`src/sv/elnm_pkg.sv`:
```
// elnm_pkg: shared types and constants of the event neuron map
// holds the decay table, energy format constants, register indexes and
// the command and status structs between controller and datapath
`timescale 1ns / 1ps

package elnm_pkg;

    localparam int STAMP_W = 24;
    localparam int EN_W = 16;
    localparam int POS_W = 9;
    localparam int THR_W = 16;
    localparam int TAU_W = 32;
    localparam int FSZ_W = 4;
    localparam int FACT_W = 33;
    localparam int SCALE_W = STAMP_W + TAU_W;
    localparam int PROD_W = EN_W + FACT_W;

    localparam logic [EN_W-1:0] UNIT_ENERGY = 16'd256;
    localparam logic [EN_W-1:0] ENERGY_MAX = 16'hFFFF;
    localparam logic [63:0] DECAY_STEP = 64'd4034748382;

    localparam logic [THR_W-1:0] THRESHOLD_RST = 16'd2560;
    localparam logic [TAU_W-1:0] INV_TAU_RST = 32'd42950;
    localparam logic [FSZ_W-1:0] FSZ_RST = 4'd5;
    localparam logic [FSZ_W-1:0] FSZ_MIN = 4'd5;

    localparam logic [1:0] REG_THRESHOLD = 2'd0;
    localparam logic [1:0] REG_INV_TAU = 2'd1;
    localparam logic [1:0] REG_FILTER_SIZE = 2'd2;

    typedef logic [FACT_W-1:0] decay_tab_t [256];

    // table of exp(-i/16) in q1.32, each entry one rounded step below the last
    function automatic decay_tab_t build_decay();
        decay_tab_t t;
        logic [64:0] p;
        t[0] = 33'h1_0000_0000;
        for (int i = 1; i < 256; i++)
        begin
            p = 65'(t[i-1]) * 65'(DECAY_STEP) + 65'h8000_0000;
            t[i] = p[64:32];
        end
        return t;
    endfunction

    localparam decay_tab_t DECAY_TAB = build_decay();

    typedef struct packed {
        logic load;
        logic clear_wr;
        logic rd;
        logic cap;
        logic mul;
        logic wr;
        logic chk_wr;
        logic out_load;
    } cmd_t;

    typedef struct packed {
        logic off;
        logic clear_last;
        logic last_cell;
        logic spike;
        logic out_free;
    } sts_t;

endpackage

```
`src/sv/elnm_ctrl.sv`:
```
// elnm_ctrl: sequencer of the neuron map, clearing pass then per cell
// read, decay, write, then the spike check; uses elnm_pkg
`timescale 1ns / 1ps

module elnm_ctrl
    import elnm_pkg::*;
(
    input  logic clk,
    input  logic rst_n,
    input  logic in_valid,
    output logic in_stall,
    input  sts_t sts,
    output cmd_t cmd
);

    localparam logic [2:0] S_CLEAR = 3'd0;
    localparam logic [2:0] S_IDLE = 3'd1;
    localparam logic [2:0] S_RD = 3'd2;
    localparam logic [2:0] S_WT = 3'd3;
    localparam logic [2:0] S_MUL = 3'd4;
    localparam logic [2:0] S_WR = 3'd5;
    localparam logic [2:0] S_CHK = 3'd6;
    localparam logic [2:0] S_EMIT = 3'd7;

    logic [2:0] state_reg;
    logic [2:0] state_next;

    always_ff @(posedge clk or negedge rst_n)
    begin
        if (!rst_n)
        begin
            state_reg <= S_CLEAR;
        end
        else
        begin
            state_reg <= state_next;
        end
    end

    assign in_stall = (state_reg != S_IDLE);

    always_comb
    begin
        cmd = '0;
        state_next = state_reg;
        unique case (state_reg)
            S_CLEAR:
            begin
                cmd.clear_wr = 1'b1;
                if (sts.clear_last)
                begin
                    state_next = S_IDLE;
                end
            end
            S_IDLE:
            begin
                if (in_valid)
                begin
                    cmd.load = 1'b1;
                    if (!sts.off)
                    begin
                        state_next = S_RD;
                    end
                end
            end
            S_RD:
            begin
                cmd.rd = 1'b1;
                state_next = S_WT;
            end
            S_WT:
            begin
                cmd.cap = 1'b1;
                state_next = S_MUL;
            end
            S_MUL:
            begin
                cmd.mul = 1'b1;
                state_next = S_WR;
            end
            S_WR:
            begin
                cmd.wr = 1'b1;
                state_next = sts.last_cell ? S_CHK : S_RD;
            end
            S_CHK:
            begin
                if (sts.spike)
                begin
                    cmd.chk_wr = 1'b1;
                    state_next = S_EMIT;
                end
                else
                begin
                    state_next = S_IDLE;
                end
            end
            S_EMIT:
            begin
                if (sts.out_free)
                begin
                    cmd.out_load = 1'b1;
                    state_next = S_IDLE;
                end
            end
            default:
            begin
                state_next = S_IDLE;
            end
        endcase
    end

    // once the clearing pass ends it never restarts without reset
    a_clear_once: assert property (@(posedge clk) disable iff (!rst_n)
        state_reg != S_CLEAR |=> state_reg != S_CLEAR)
        else $error("clearing pass re-entered");

    a_last_cell: assert property (@(posedge clk) disable iff (!rst_n)
        state_reg == S_WR && sts.last_cell |=> state_reg == S_CHK)
        else $error("patch end did not lead to spike check");

    a_out_free: assert property (@(posedge clk) disable iff (!rst_n)
        cmd.out_load |-> sts.out_free)
        else $error("spike overwrote a pending result");

    a_rd_seq: assert property (@(posedge clk) disable iff (!rst_n)
        cmd.rd |=> cmd.cap ##1 cmd.mul ##1 cmd.wr)
        else $error("cell read-modify-write sequence broken");

endmodule

```
`config.mk`:
```
export PLATFORM = sky130hd
export DESIGN_NAME = elnm_ctrl
export DESIGN_NICKNAME = d
export VERILOG_FILES = /design/src/sv/elnm_pkg.sv /design/src/sv/elnm_ctrl.sv
export SDC_FILE = /design/constraint.sdc
export NUM_CORES = 1
export LEC_CHECK = 0
export BUFFER_PORTS_ARGS = -buffer_cell sky130_fd_sc_hd__buf_2
export CORE_AREA = 4 4 41 43
export DETAILED_ROUTE_END_ITERATION = 12
export DIE_AREA = 0 0 45 47
export GPL_TIMING_DRIVEN = 0
export SYNTH_ARGS = -nofsm -noshare
export SYNTH_HDL_FRONTEND = slang
export SYNTH_SLANG_ARGS = --single-unit
```
`constraint.sdc`:
```
create_clock -name clk -period 2.75 [get_ports clk]
set_clock_uncertainty 0.15 [all_clocks]
set_input_delay 0.1375 -clock clk [delete_from_list [all_inputs] [get_ports clk]]
set_output_delay 0.1375 -clock clk [all_outputs]
set_load 0.02 [all_outputs]
```
==> results.cfg <==
[route]
drt_wl_total_um = 729
route.vias.total = 307
firstDrtPassIters = 4
drcViolationCount = 0
vias_per_cell = 4.39
initialDrtViolationCount = 5
routedWlPerCell_um = 10.4
ant_nets = 0

[global_route]
grt_max_degree = 11
antenna_found_initial = 0
grt_pass1_wl_mm = 1.15
grtUsageTotal_pct = 8.62
grt_pass1_vias = 288
overflow = 0

[power]
power.density_nw_per_um2 = 1170
ir_worst_vdd_v = 0.000384
p_leak_uw = 0.000213

[cells_and_area]
regArea_um2 = 75.1
fin_nets = 64
largest_reg_flops = 3
n_fill_cell = 149
multi_input_area_um2 = 163
antennaDiodeCount = 0
drive_gt1_share_pct = 49.1
fin_area_um2 = 420
syn2layout_area_growth_pct = 47.4

[clock_tree]
root_buffer = clkbuf_4
clk_pin_slew_ns = 0.04
cts_tree = done
htree_levels = 1
postCtsResizedCells = 0
max-clock-path-buffers = 2
cts.hold.buffers_added = 1
clk_latency_ns = 0.24
cts.sinks = 3
cts_setup_buffers = 0
cts_buffers = 3

[synth]
synth-async-reset-ratio_pct = 100
synth_area_um2 = 285
yosys-top-cells-area = dfrtp_1 26%, buf_6 12%, nor3_1 8.8%
synth_top_area_cell = dfrtp_1
synth_edf_count = 0
synth.avg_cell_area_um2 = 8.39
synth_common_cells = 5 x nor3_1, 3 x buf_6, 3 x dfrtp_1, 3 x nand2_1, 3 x nand3_1
synth-main-ff-cell = dfrtp_1
synth_warnings = 0
synth.distinct_cells = 19
synth.net_count = 42
ys_ff_latch = 3
synth_most_common_cell = nor3_1
syn_inst = 34
yosysTopAreaCellShare_pct = 26.3
ys_seq_area_share_pct = 26.3

[placement]
gp_congestion = 0.780
hpwl_um = 560
port_buffers = 16
dpl_cell_area_um2 = 384

[critical_path]
required_ns = 2.46
r2r_start = state_reg[0]$_DFFE_PN0P_
path_class = reg2out
critPathLaunch = state_reg[1]$_DFFE_PN0P_
crit_path_end_kind = output port
start_kind = flip-flop
reg2reg_depth = 3
regToRegSetupSlack_ns = 1.62
path_max_fanout = 9
cp-endpoint = cmd[7]
arrival_ns = 1.20
worst_r2r_endpoint = state_reg[0]$_DFFE_PN0P_

[timing]
timing.hold.ws_ns = 0.00729
final_max_slew_viol_count = 0
finalSetupViolCount = 0
rsz0062_at_grt = false
fmax_mhz = 672
worst_pin_slew_ns = 0.202
finalCritPeriodShare_pct = 54.1
fin_crit_ns = 1.49
tns_ns = 0
hold_viol_final = 0
relSlewSlack_pct = 86.4

[floorplan]
die_y_um = 47
core.rowCount = 13
start_util_pct = 21.9
core_area_um2 = 1300
io_pins = 17
dieArea_um2 = 2120
die_x_um = 45

[worst_hold_path]
holdPathStages = 3
hp-class = in2reg

[run]
maxCapViolCount = 0

[status]
status = completed
[critical path, stage by stage, from the launching register on]
cell and delay (ns):
dfrtp_1 0.36, buf_6 0.15, nor2b_4 0.14, and3_1 0.16, buf_2 0.15
[placed cells by master, fill, tap and decap left out, types with 2 or more instances in the layout]
cell,Yosys,final
nor2_1,2,2
nor2b_1,2,2
dfrtp_1,3,3
inv_1,2,2
nand3_1,3,3
clkbuf_4,0,3
buf_2,0,16
nand2_1,3,3
nor3_1,5,5
buf_6,3,3
[through the flow]
stage,power [uW],utilization [%],cells,setup WS [ns]
6_report,490,32.3,70,1.26
4_1_cts,497,32.3,70,1.25
5_1_grt,533,32.3,70,1.21
3_3_place_gp,412,29.5,65,1.51
3_5_place_dp,413,29.5,65,1.51
2_1_floorplan,336,-,34,1.43
[power by group]
group / internal (uW) / leakage [uW] / switching (uW)
Sequential: 64.9 / 0.0000365 / 12.1
Combinational: 135 / 0.000161 / 198
Clock: 54.5 / 0.0000150 / 25.6
[metal layers]
layer	track usage [%]	vias to the layer above	routed length [um]
met5	0	-	0
met3	3.45	3	59
met2	10.5	15	308
met1	10.3	131	343
met4	10.5	0	18
li1	-	158	-
[cell families (layout without fill, tap and decap cells)]
group	count (synthesis)	after routing	synth area share, %
AOI/OAI and AO/OA	5	5	11.8
buffers and inverters	6	27	16.7
DFF	3	3	26.3
and+or+nand+nor	20	20	45.2
[final cells by class]
type | instances | area share [%]
multi-input combinational | 25 | 38.7
clock buffer | 4 | 6.25
buffer | 3 | 8.04
sequential | 3 | 17.9
timing repair buffer | 17 | 21.4
inverter | 3 | 3.27
tap | 15 | 4.46
[worst min path at each step]
stage	from	endpoint
floorplan	rst_n	state_reg[0]$_DFFE_PN0P_
global placement	rst_n	state_reg[1]$_DFFE_PN0P_
global route	sts[2]	state_reg[2]$_DFFE_PN0P_
CTS	sts[2]	state_reg[2]$_DFFE_PN0P_
finish	sts[2]	state_reg[2]$_DFFE_PN0P_
detailed placement	rst_n	state_reg[1]$_DFFE_PN0P_
Note: power is estimated with default switching activity, not from simulation.
